**config.mk**
```make
export PLATFORM = sky130hd
export DESIGN_NAME = column_melt_screen_wipe_unit
export DESIGN_NICKNAME = d
export VERILOG_FILES = /design/src/cmsw_pkg.sv /design/src/column_melt_screen_wipe_unit.sv
export SDC_FILE = /design/constraint.sdc
export NUM_CORES = 2
export LEC_CHECK = 0
export BUFFER_PORTS_ARGS = -buffer_cell sky130_fd_sc_hd__buf_2
export CAP_MARGIN = 30
export CORE_ASPECT_RATIO = 1.5
export CORE_UTILIZATION = 45
export DETAILED_ROUTE_END_ITERATION = 10
export MAX_ROUTING_LAYER = met4
export PLACE_DENSITY_LB_ADDON = 0.1
export SLEW_MARGIN = 20
export SYNTH_ARGS = -nofsm -noshare
export SYNTH_HDL_FRONTEND = slang
export SYNTH_SLANG_ARGS = --single-unit
```
**constraint.sdc**
```tcl
create_clock -name aclk -period 33.1 [get_ports aclk]
set_input_delay 3.31 -clock aclk [delete_from_list [all_inputs] [get_ports aclk]]
set_output_delay 3.31 -clock aclk [all_outputs]
set_load 0.005 [all_outputs]
```
**src/cmsw_pkg.sv**
```systemverilog
package cmsw_pkg;

    // default screen geometry
    localparam int DEF_SCREEN_COLS = 320;
    localparam int DEF_SCREEN_ROWS = 200;

    // item modes
    localparam logic [1:0] MODE_SEED = 2'd0;
    localparam logic [1:0] MODE_TICK = 2'd1;
    localparam logic [1:0] MODE_COMP = 2'd2;

    // seed offsets live in -15..0
    localparam int SEED_W = 5;

    typedef logic [SEED_W-1:0] seed_t;

    // byte modulo 3: sum of base-4 digits keeps the residue, then a small table
    function automatic logic [1:0] mod3(input logic [7:0] x);
        logic [3:0] s;
        logic [1:0] r;
        s = 4'(x[1:0]) + 4'(x[3:2]) + 4'(x[5:4]) + 4'(x[7:6]);
        case (s)
            4'd0, 4'd3, 4'd6, 4'd9, 4'd12: r = 2'd0;
            4'd1, 4'd4, 4'd7, 4'd10:       r = 2'd1;
            4'd2, 4'd5, 4'd8, 4'd11:       r = 2'd2;
            default:                       r = 2'd0;
        endcase
        return r;
    endfunction

endpackage

```
**src/column_melt_screen_wipe_unit.sv**
```systemverilog
// seed and unused-mode items: the result goes out through the done state once the output slot is free
// compose items: one offset read per pixel
// tick items: one column per tick per cycle
// one item at a time; the single read port of the offset memory sets the pace
// aresetn (synchronous, active low) clears control and the last seed; the
// offset memory holds garbage until each column is seeded
module column_melt_screen_wipe_unit #(
    parameter int SCREEN_COLS = cmsw_pkg::DEF_SCREEN_COLS,
    parameter int SCREEN_ROWS = cmsw_pkg::DEF_SCREEN_ROWS
) (
    input  logic       aclk,
    input  logic       aresetn,
    input  logic       s_valid,
    output logic       s_ready,
    input  logic [1:0] s_mode,
    input  logic [8:0] s_pixel_column,
    input  logic [7:0] s_rand_value,
    input  logic [3:0] s_tick_count,
    input  logic [5:0] s_byte_column,
    input  logic [7:0] s_row,
    input  logic [7:0] s_start_byte,
    input  logic [7:0] s_end_byte,
    output logic       m_valid,
    input  logic       m_ready,
    output logic [7:0] m_pixel_byte,
    output logic       m_wipe_done
);

    localparam int COL_W = $clog2(SCREEN_COLS);
    localparam int OFS_W = $clog2(SCREEN_ROWS + 1) + 1;
    localparam int MAG_W = OFS_W - 1;
    localparam int IDX_W = (COL_W > 9) ? COL_W : 9;
    localparam int CMP_W = IDX_W + 1;
    localparam int U_W   = (MAG_W > 8) ? MAG_W : 8;
    localparam logic [COL_W-1:0] COL_LAST = COL_W'(SCREEN_COLS - 1);
    localparam logic [CMP_W-1:0] COLS_C   = CMP_W'(SCREEN_COLS);
    localparam logic [MAG_W-1:0] ROWS_M   = MAG_W'(SCREEN_ROWS);
    localparam logic [OFS_W-1:0] ROWS_O   = OFS_W'(SCREEN_ROWS);

    localparam logic [1:0] ST_IDLE = 2'd0;
    localparam logic [1:0] ST_TICK = 2'd1;
    localparam logic [1:0] ST_COMP = 2'd2;
    localparam logic [1:0] ST_DONE = 2'd3;

    // control registers
    logic [1:0]       state_reg, state_next;
    logic             issue_reg, issue_next;
    logic             pipe_vld_reg, pipe_vld_next;
    logic             m_valid_reg, m_valid_next;
    cmsw_pkg::seed_t  prev_seed_reg, prev_seed_next;

    // payload registers
    logic [COL_W-1:0] idx_reg, idx_next;
    logic [3:0]       ticks_left_reg, ticks_left_next;
    logic             moved_reg, moved_next;
    logic [COL_W-1:0] pipe_addr_reg, pipe_addr_next;
    logic             pipe_inr_reg, pipe_inr_next;
    logic [2:0]       pipe_bit_reg, pipe_bit_next;
    logic [2:0]       bit_reg, bit_next;
    logic [5:0]       bcol_reg, bcol_next;
    logic [7:0]       row_reg, row_next;
    logic [7:0]       sb_reg, sb_next;
    logic [7:0]       eb_reg, eb_next;
    logic [7:0]       acc_reg, acc_next;
    logic [7:0]       res_pixel_reg, res_pixel_next;
    logic             res_done_reg, res_done_next;
    logic [7:0]       m_pixel_reg, m_pixel_next;
    logic             m_done_reg, m_done_next;

    // offset memory
    logic [OFS_W-1:0] offset_mem [SCREEN_COLS];
    logic [OFS_W-1:0] rd_data_reg;
    logic [COL_W-1:0] rd_addr;
    logic             wr_en;
    logic [COL_W-1:0] wr_addr;
    logic [OFS_W-1:0] wr_data;

    always_ff @(posedge aclk) begin
        if (wr_en) begin
            offset_mem[wr_addr] <= wr_data;
        end
        rd_data_reg <= offset_mem[rd_addr];
    end

    // seed value from the random byte
    logic [IDX_W-1:0] pcol_ext;
    logic             pcol_in_range;
    logic [1:0]       seed_m;
    logic [5:0]       seed_sum;
    cmsw_pkg::seed_t  seed_v;

    always_comb begin
        pcol_ext      = IDX_W'(s_pixel_column);
        pcol_in_range = CMP_W'(pcol_ext) < COLS_C;
        seed_m        = cmsw_pkg::mod3(s_rand_value);
        seed_sum      = {prev_seed_reg[4], prev_seed_reg} + 6'(seed_m) - 6'd1;
        if (s_pixel_column == 9'd0) begin
            seed_v = 5'd0 - {1'b0, s_rand_value[3:0]};
        end else if (!seed_sum[5] && seed_sum != 6'd0) begin
            // capped at zero
            seed_v = 5'd0;
        end else if (seed_sum == 6'b110000) begin
            // -16 folds to -15
            seed_v = 5'b10001;
        end else begin
            seed_v = seed_sum[4:0];
        end
    end

    // melt step of one column, on the memory read data
    logic [MAG_W-1:0] y_mag;
    logic [MAG_W-1:0] grow;
    logic [OFS_W-1:0] grow_sum;
    logic [OFS_W-1:0] tick_new;
    logic             tick_moved;

    always_comb begin
        y_mag    = rd_data_reg[MAG_W-1:0];
        grow     = (y_mag < MAG_W'(16)) ? (y_mag + MAG_W'(1)) : MAG_W'(8);
        grow_sum = {1'b0, y_mag} + {1'b0, grow};
        if (grow_sum >= ROWS_O) begin
            grow_sum = ROWS_O;
        end
        if (rd_data_reg[OFS_W-1]) begin
            tick_new   = rd_data_reg + OFS_W'(1);
            tick_moved = 1'b1;
        end else if (y_mag < ROWS_M) begin
            tick_new   = grow_sum;
            tick_moved = 1'b1;
        end else begin
            tick_new   = rd_data_reg;
            tick_moved = 1'b0;
        end
    end

    // compose: column address and pixel select
    logic [IDX_W-1:0] comp_col;
    logic             comp_in_range;
    logic             take_end;
    logic             comp_bit;

    always_comb begin
        comp_col      = IDX_W'({bcol_reg, bit_reg});
        comp_in_range = CMP_W'(comp_col) < COLS_C;
        take_end      = pipe_inr_reg && !rd_data_reg[OFS_W-1]
                        && (U_W'(row_reg) < U_W'(y_mag));
        comp_bit      = take_end ? eb_reg[3'd7 - pipe_bit_reg]
                                 : sb_reg[3'd7 - pipe_bit_reg];
    end

    assign s_ready = (state_reg == ST_IDLE);

    // sequencer
    always_comb begin
        state_next      = state_reg;
        issue_next      = issue_reg;
        pipe_vld_next   = 1'b0;
        m_valid_next    = m_valid_reg;
        prev_seed_next  = prev_seed_reg;
        idx_next        = idx_reg;
        ticks_left_next = ticks_left_reg;
        moved_next      = moved_reg;
        pipe_addr_next  = pipe_addr_reg;
        pipe_inr_next   = pipe_inr_reg;
        pipe_bit_next   = pipe_bit_reg;
        bit_next        = bit_reg;
        bcol_next       = bcol_reg;
        row_next        = row_reg;
        sb_next         = sb_reg;
        eb_next         = eb_reg;
        acc_next        = acc_reg;
        res_pixel_next  = res_pixel_reg;
        res_done_next   = res_done_reg;
        m_pixel_next    = m_pixel_reg;
        m_done_next     = m_done_reg;
        rd_addr         = idx_reg;
        wr_en           = 1'b0;
        wr_addr         = pipe_addr_reg;
        wr_data         = tick_new;

        if (m_ready) begin
            m_valid_next = 1'b0;
        end

        case (state_reg)
            ST_IDLE: begin
                if (s_valid) begin
                    res_pixel_next = 8'd0;
                    res_done_next  = 1'b0;
                    case (s_mode)
                        cmsw_pkg::MODE_SEED: begin
                            if (pcol_in_range) begin
                                wr_en          = 1'b1;
                                wr_addr        = pcol_ext[COL_W-1:0];
                                wr_data        = {{(OFS_W - cmsw_pkg::SEED_W){seed_v[4]}},
                                                  seed_v};
                                prev_seed_next = seed_v;
                            end
                            state_next = ST_DONE;
                        end
                        cmsw_pkg::MODE_TICK: begin
                            if (s_tick_count == 4'd0) begin
                                res_done_next = 1'b1;
                                state_next    = ST_DONE;
                            end else begin
                                idx_next        = '0;
                                ticks_left_next = s_tick_count;
                                moved_next      = 1'b0;
                                issue_next      = 1'b1;
                                state_next      = ST_TICK;
                            end
                        end
                        cmsw_pkg::MODE_COMP: begin
                            bcol_next  = s_byte_column;
                            row_next   = s_row;
                            sb_next    = s_start_byte;
                            eb_next    = s_end_byte;
                            bit_next   = 3'd0;
                            acc_next   = 8'd0;
                            issue_next = 1'b1;
                            state_next = ST_COMP;
                        end
                        default: begin
                            state_next = ST_DONE;
                        end
                    endcase
                end
            end
            ST_TICK: begin
                // read one column, write it back updated in the cycle after
                if (issue_reg) begin
                    pipe_vld_next  = 1'b1;
                    pipe_addr_next = idx_reg;
                    if (idx_reg == COL_LAST) begin
                        idx_next        = '0;
                        ticks_left_next = ticks_left_reg - 4'd1;
                        if (ticks_left_reg == 4'd1) begin
                            issue_next = 1'b0;
                        end
                    end else begin
                        idx_next = idx_reg + COL_W'(1);
                    end
                end
                if (pipe_vld_reg) begin
                    wr_en      = 1'b1;
                    moved_next = moved_reg | tick_moved;
                end
                if (!issue_reg && !pipe_vld_reg) begin
                    res_done_next = !moved_reg;
                    state_next    = ST_DONE;
                end
            end
            ST_COMP: begin
                // one pixel column per cycle, leftmost first
                rd_addr = comp_col[COL_W-1:0];
                if (issue_reg) begin
                    pipe_vld_next = 1'b1;
                    pipe_inr_next = comp_in_range;
                    pipe_bit_next = bit_reg;
                    bit_next      = bit_reg + 3'd1;
                    if (bit_reg == 3'd7) begin
                        issue_next = 1'b0;
                    end
                end
                if (pipe_vld_reg) begin
                    acc_next = {acc_reg[6:0], comp_bit};
                end
                if (!issue_reg && !pipe_vld_reg) begin
                    res_pixel_next = acc_reg;
                    state_next     = ST_DONE;
                end
            end
            ST_DONE: begin
                if (!m_valid_reg || m_ready) begin
                    m_valid_next = 1'b1;
                    m_pixel_next = res_pixel_reg;
                    m_done_next  = res_done_reg;
                    state_next   = ST_IDLE;
                end
            end
            default: begin
                state_next = ST_IDLE;
            end
        endcase
    end

    // control state
    always_ff @(posedge aclk) begin
        if (!aresetn) begin
            state_reg     <= ST_IDLE;
            issue_reg     <= 1'b0;
            pipe_vld_reg  <= 1'b0;
            m_valid_reg   <= 1'b0;
            prev_seed_reg <= '0;
        end else begin
            state_reg     <= state_next;
            issue_reg     <= issue_next;
            pipe_vld_reg  <= pipe_vld_next;
            m_valid_reg   <= m_valid_next;
            prev_seed_reg <= prev_seed_next;
        end
    end

    // datapath
    always_ff @(posedge aclk) begin
        idx_reg        <= idx_next;
        ticks_left_reg <= ticks_left_next;
        moved_reg      <= moved_next;
        pipe_addr_reg  <= pipe_addr_next;
        pipe_inr_reg   <= pipe_inr_next;
        pipe_bit_reg   <= pipe_bit_next;
        bit_reg        <= bit_next;
        bcol_reg       <= bcol_next;
        row_reg        <= row_next;
        sb_reg         <= sb_next;
        eb_reg         <= eb_next;
        acc_reg        <= acc_next;
        res_pixel_reg  <= res_pixel_next;
        res_done_reg   <= res_done_next;
        m_pixel_reg    <= m_pixel_next;
        m_done_reg     <= m_done_next;
    end

    assign m_valid      = m_valid_reg;
    assign m_pixel_byte = m_pixel_reg;
    assign m_wipe_done  = m_done_reg;

    // busy right after an accepted beat
    a_busy_after_accept: assert property (@(posedge aclk) disable iff (!aresetn)
        s_valid && s_ready |=> !s_ready)
        else $error("block accepted a beat and stayed ready");

    // a finished result reaches the output when the slot is free
    a_done_delivers: assert property (@(posedge aclk) disable iff (!aresetn)
        (state_reg == ST_DONE) && (!m_valid_reg || m_ready) |=> m_valid && s_ready)
        else $error("finished result not delivered");

    // the read pipe runs only inside a walk
    a_pipe_in_walk: assert property (@(posedge aclk) disable iff (!aresetn)
        pipe_vld_reg |-> (state_reg == ST_TICK) || (state_reg == ST_COMP))
        else $error("read pipe active outside a walk");

    // a tick walk never issues with no ticks left
    a_ticks_left: assert property (@(posedge aclk) disable iff (!aresetn)
        (state_reg == ST_TICK) && issue_reg |-> ticks_left_reg != 4'd0)
        else $error("tick walk issued with no ticks left");

    // a result never carries both a nonzero pixel byte and a done flag
    a_result_exclusive: assert property (@(posedge aclk) disable iff (!aresetn)
        m_valid |-> !(m_wipe_done && (m_pixel_byte != 8'd0)))
        else $error("result has both a pixel byte and a done flag");

endmodule

```
### Yosys cells after proc, flatten, opt, wreduce, memory -nomap -nowiden

Memories as Yosys holds them, arrays and structs flattened. A register that Yosys moved wholly into a read port is not among the register bits.
Index checks and enable logic that the tools add are counted.

* $add $sub $neg: 13
* multiply operators: 0
* divide/modulo/power cells: 0
* order comparisons: 7
* equal/unequal tests: 24
* shifts and indexed selects: 0
* mux-type cells: 82
* bitwise logic cells: 1
* reduce and logical (&&, ||, !) cells: 35

Operator list (count)
* 2-to-1 mux 9 bit: 17
* 2-to-1 mux 8 bit: 6
* one-hot mux 8 bit (2 select lines): 2
* 2-to-1 mux 1 bit: 30
* 2-to-1 mux 4 bit: 5
* != test 2 bit (second input constant): 10
* adder 9 x 1 -> 9 bit (second input constant): 2
* less-than comparator 9 bit (second input constant): 2
* one-hot mux 9 bit (2 select lines): 1
* AND reduction 4 bit: 4
* 2-to-1 mux 5 bit: 3
* AND reduction 3 bit: 4
* AND reduction 5 bit: 2
* adder 8 x 8 -> 9 bit: 1
* == test 9 bit (second input constant): 1
* greater-or-equal comparator 9 x 8 -> 1 bit (second input constant): 1
* logical NOT 9 bit: 1
* 2-to-1 mux 3 bit: 3
* adder 8 x 1 -> 8 bit (second input constant): 1
* less-than comparator 8 x 5 -> 1 bit (second input constant): 1
* less-than comparator 8 bit: 1
* less-than comparator 8 bit (second input constant): 1
* 2-to-1 mux 2 bit: 4
* one-hot mux 1 bit (2 select lines): 4
* 36 further kinds: 55

* register bits after elaboration: 96
* bits in latches: 0
* memory bits (writable): 2880
* memory bits (read-only): 32
* bits of input ports: 57
* output and inout bits: 11
* logic and storage cells: 185
* memories: 2

Memory list
* offset_mem: words 320, bits a word 9, rd ports 1, clocked after Yosys merged registers in 1, write ports 1, RTL line column_melt_screen_wipe_unit.sv:71 `logic [OFS_W-1:0] offset_mem [SCREEN_COLS];`
* (name not given): words 16, bits a word 2, rd ports 1, clocked after Yosys merged registers in 0, write ports 0, RTL line cmsw_pkg.sv:22 `case (s)`

### Longest topological paths before layout

An unclocked memory read counts as a cell.

* depth after elaboration: 14
* gate-level depth with buffers: 21
* depth with buffers taken out: 21

### Worst setup path after synthesis

Ideal clock, no wire load.

* path kind: input-to-reg
* start: in s_rand_value[1]
* end: mem offset_mem[0][4] in the netlist's numbering, data pin
* arrival time: 19.970 ns
* required time: 30.120 ns
* path slack: 10.149 ns
* stages on the path: 19
* buffers on the path: 0
* path through: fa_1 > fa_1 > ha_1 > fa_1 > mux2i_1 > nor2_1 > a21oi_1 > ha_1 > inv_1 > ha_1 > inv_1 > fa_1 > inv_1 > a21o_1 > a21oi_1 > nand2b_1 > nor2_1 > a211oi_1 > a311oi_1

* cells in the longest elaborated chain, start to end: 14
* elaborated cells between the ends (all ways): 18

Ends and longest elaborated chain
* start, declared: RTL line column_melt_screen_wipe_unit.sv:17 `input logic [7:0] s_rand_value,`
* adder 2 x 2 -> 3 bit: RTL line cmsw_pkg.sv:21 `s = 4'(x[1:0]) + 4'(x[3:2]) + 4'(x[5:4]) + 4'(x[7:6]);`
* adder 3 x 2 -> 4 bit: RTL line cmsw_pkg.sv:21
* adder 4 x 2 -> 4 bit: RTL line cmsw_pkg.sv:21
* memory read (16 x 2 bit)
* adder 5 x 3 -> 6 bit: RTL line column_melt_screen_wipe_unit.sv:96 `seed_sum = {prev_seed_reg[4], prev_seed_reg} + 6'(seed_m) - 6'd1;`
* subtractor 6 x 1 -> 6 bit: RTL line column_melt_screen_wipe_unit.sv:96
* == test 6 bit, or another cell as far along: RTL line column_melt_screen_wipe_unit.sv:102 `end else if (seed_sum == 6'b110000) begin`
* 2-to-1 mux 5 bit / logical AND 1 bit (equally long branches): RTL line column_melt_screen_wipe_unit.sv:102, column_melt_screen_wipe_unit.sv:99
* 2-to-1 mux 5 bit: RTL line column_melt_screen_wipe_unit.sv:99 `end else if (!seed_sum[5] && seed_sum != 6'd0) begin`
* 2-to-1 mux 5 bit *: RTL line column_melt_screen_wipe_unit.sv:97 `if (s_pixel_column == 9'd0) begin`
* 2-to-1 mux 9 bit *: RTL line column_melt_screen_wipe_unit.sv:192 `if (pcol_in_range) begin`
* 2-to-1 mux 9 bit *: RTL line column_melt_screen_wipe_unit.sv:190 `case (s_mode)`
* 2-to-1 mux 9 bit *: RTL line column_melt_screen_wipe_unit.sv:187 `if (s_valid) begin`
* 2-to-1 mux 9 bit *: RTL line column_melt_screen_wipe_unit.sv:185 `case (state_reg)`
* named net wr_data[4]: RTL line column_melt_screen_wipe_unit.sv:76 `logic [OFS_W-1:0] wr_data;`
* end, declared: RTL line column_melt_screen_wipe_unit.sv:71

The timed path passes the listed nets; every way through them passes the cells marked *.

### Final worst setup path

* start: in s_rand_value[1]
* end: mem offset_mem[142][1] in the netlist's numbering, data pin

Same word-level chain as after synthesis.

==> results.json <==
{
  "end_kind": "register",
  "p_int_w": 0.008570,
  "rsz0062_at_grt": "no",
  "synthXorXnorAreaFrac": 0.001330,
  "synth_flop_cell": "edfxtp_1",
  "final_util": 0.5054,
  "n_fill_cell": 21370,
  "synth_area_leaders": "edfxtp_1, mux4_2, mux2i_1",
  "synth_compound_area_frac": 0.04690,
  "switching_share": 0.3828,
  "run_status": "finished clean",
  "yosysWarnings": 0,
  "antenna_left": 0,
  "clk_pin_slew_ns": 0.06,
  "std_cell_rows": 230,
  "regMostFlops": "offset_mem",
  "grt_max_degree": 197,
  "via_per_inst": 6.036,
  "cts_buffers": 285,
  "p_comb_frac": 0.386,
  "dpl.cell_count": 10030,
  "crit_path_start_kind": "input pin",
  "grt_pass1_vias": 64230,
  "pwr-share-clk": 0.229,
  "synth_fp_nets": 6784,
  "tightest_slew_ns": 1.254,
  "place_ws_ns": 22.24,
  "fin_skew_ns": 0.03832,
  "wl_per_cell_um": 32.41,
  "async_reset_ff_frac": 0,
  "wirelength_um": 343400,
  "nNetsFinal": 6993,
  "synthSimpleGateAreaFrac": 0.05426,
  "finalSetupTns_ns": 0,
  "gp_congestion": 0.8697,
  "setup_violations": 0,
  "hold_viol": 0,
  "yosys.area.top_type_share": 0.7514,
  "die_w_um": 421.0,
  "yosysTopAreaCell": "edfxtp_1",
  "synth_cell_type_count": 76,
  "dr.pass1.iters": 8,
  "largest_reg_flops": 2880,
  "worst-path-max-fanout": 86,
  "critPathRequiredTime_ns": 33.60,
  "initialDrtViolationCount": 7148,
  "clock-sinks": 2985,
  "grt_pass1_wl_um": 487600,
  "overflow": 0,
  "finalWorstSetupSlack_ns": 23.31,
  "relSlewSlack": 0.1637,
  "drcViolationCount": 0,
  "post-cts-setup-buffer-count": 0,
  "drv_cap": 0,
  "synth.cell_area_um2": 118500,
  "max_freq_mhz": 102.1,
  "finalCritPeriodShare": 0.2958,
  "cts_root_buf": "clkbuf_16",
  "layout-drive-gt1-share": 0.1736,
  "areaGrowthSynthToFinish_pct": 11.66,
  "min_period_ns": 9.790,
  "synth_area_per_cell_um2": 17.72,
  "cts_hold_repair.buffers": 0,
  "hold_class": "register to register",
  "htreeDepth": 5,
  "peakVddDrop_uv": 147.2,
  "io_pins": 68,
  "clock_latency_ns": 0.84,
  "portBuffers": 67,
  "synth_mux_area_frac": 0.1159,
  "synth-adder-area-share": 0.004434,
  "clock_path_buffers": 4,
  "die_area_um2": 265500,
  "synth_top_cells_by_count": "edfxtp_1, nand2_1, mux4_2, nor2_1, mux2i_1",
  "die_y_um": 630.6,
  "antenna_found_initial": 16,
  "cts_tree": "done",
  "coreArea_um2": 261900,
  "dpl.hpwl_um": 201600,
  "power_leakage_nw": 42.50,
  "switchingPower_w": 0.005314,
  "critPathKind": "input pin to register",
  "synth_top_family_by_area": "multiplexers",
  "dr_total_vias": 63970,
  "synthMostInstantiatedCell": "edfxtp_1",
  "yosysSeqAreaShare": 0.7547,
  "final_cells": 10600,
  "drv_slew": 0,
  "synth_seq_cells": 2985,
  "seqPwrFrac": 0.386,
  "grt.total_usage": 0.2638,
  "cts-resized-gates": 0,
  "start_util": 0.4526,
  "power_density_nw_per_um2": 104.9,
  "syn_inst": 6688,
  "synth_edf_count": 2966,
  "worstPathArrival_ns": 10.29
}
==> cell usage in the layout (no fill, tap or decap), drive strengths merged, types with 61 or more instances in the layout <==
cell type / instances
nand3: 97
nand2: 763
clkinv: 117
edfxtp: 2966
buf: 333
o22ai: 110
mux2i: 352
o21ai: 86
nor2: 400
nor4: 61
nor3: 95
o221ai: 90
mux4: 449
a21oi: 331
clkbuf: 356
==> power groups by stage <==
stage / clock network [W] / registers (W) / logic, W
floorplan: 0 / 0.00603 / 0.00303
global placement: 0 / 0.00545 / 0.00523
detailed placement: 0 / 0.00545 / 0.00533
CTS: 0.00323 / 0.00537 / 0.00534
global route: 0.00335 / 0.00536 / 0.00561
finish: 0.00317 / 0.00536 / 0.00536
==> metal layers <==
layer,GRT usage,up-vias,part of all wire
li1,-,27060,-
met1,0.3266,33930,0.39
met3,0.03382,572,0.061
met2,0.4410,2400,0.51
met4,0.1051,0,0.045
met5,-,-,0
==> through the flow <==
stage	area (um2)	hold slack [ns]	total power, W
3_5_place_dp	122800	0.4062	0.01077
4_1_cts	131600	0.4205	0.01393
6_report	132300	0.4187	0.01388
3_3_place_gp	122400	0.4019	0.01067
2_1_floorplan	118500	0.4003	0.009057
5_1_grt	132300	0.4214	0.01432
==> worst paths after layout <==
path / slack, ns / start / end / depth (start not counted)
worst max-delay path: 23.31 / s_rand_value[1] / offset_mem[142][1]$_DFFE_PP_ / 25
worst max register to register: 25.56 / state_reg[0]$_SDFFE_PN0P_ / rd_data_reg[2]$_DFF_P_ / 16
worst min register to register: 0.42 / res_done_reg$_DFFE_PP_ / m_wipe_done$_DFFE_PP_ / 0
worst min-delay path: 0.42 / res_done_reg$_DFFE_PP_ / m_wipe_done$_DFFE_PP_ / 0
==> worst max-delay path, stage by stage <==
cell and delay, ns:
buf_2 0.13, fa_1 0.55, fa_1 0.42, ha_1 0.22, fa_1 0.49, nor2b_1 0.18
a21oi_1 0.06, nor2_1 0.12, a31oi_1 0.07, ha_1 0.19, inv_1 0.05, ha_1 0.16
inv_1 0.06, fa_1 0.42, xnor2_1 0.16, nor3_1 0.23, a21oi_1 0.12, nor2_1 0.10
a221oi_1 0.12, a21oi_4 0.13, buf_4 0.55, buf_4 0.54, buf_12 0.32, buf_4 0.56
buf_4 0.81
==> layout make-up <==
cell class	instances	area, um2	share of cell area
flip-flops and latches	2985	89450	0.6758
multi-input cells	3251	26770	0.2023
clock buffers	355	7690	0.05810
well taps	3480	4354	0.03290
repair buffers	334	2798	0.02114
clock inverters	143	1116	0.008433
inverters	40	150.1	0.001134
diodes	9	22.52	0.0001702
==> cell families after synthesis <==
family	count (synthesis)
flip-flops	2985
other	1
AND/OR/NAND/NOR	1524
AO/OA/AOI/OAI	860
multiplexers	809
buffers and inverters	452
XOR/XNOR	18
adder cells (fa/ha/maj)	39
Note: power is estimated with default switching activity, not from simulation.
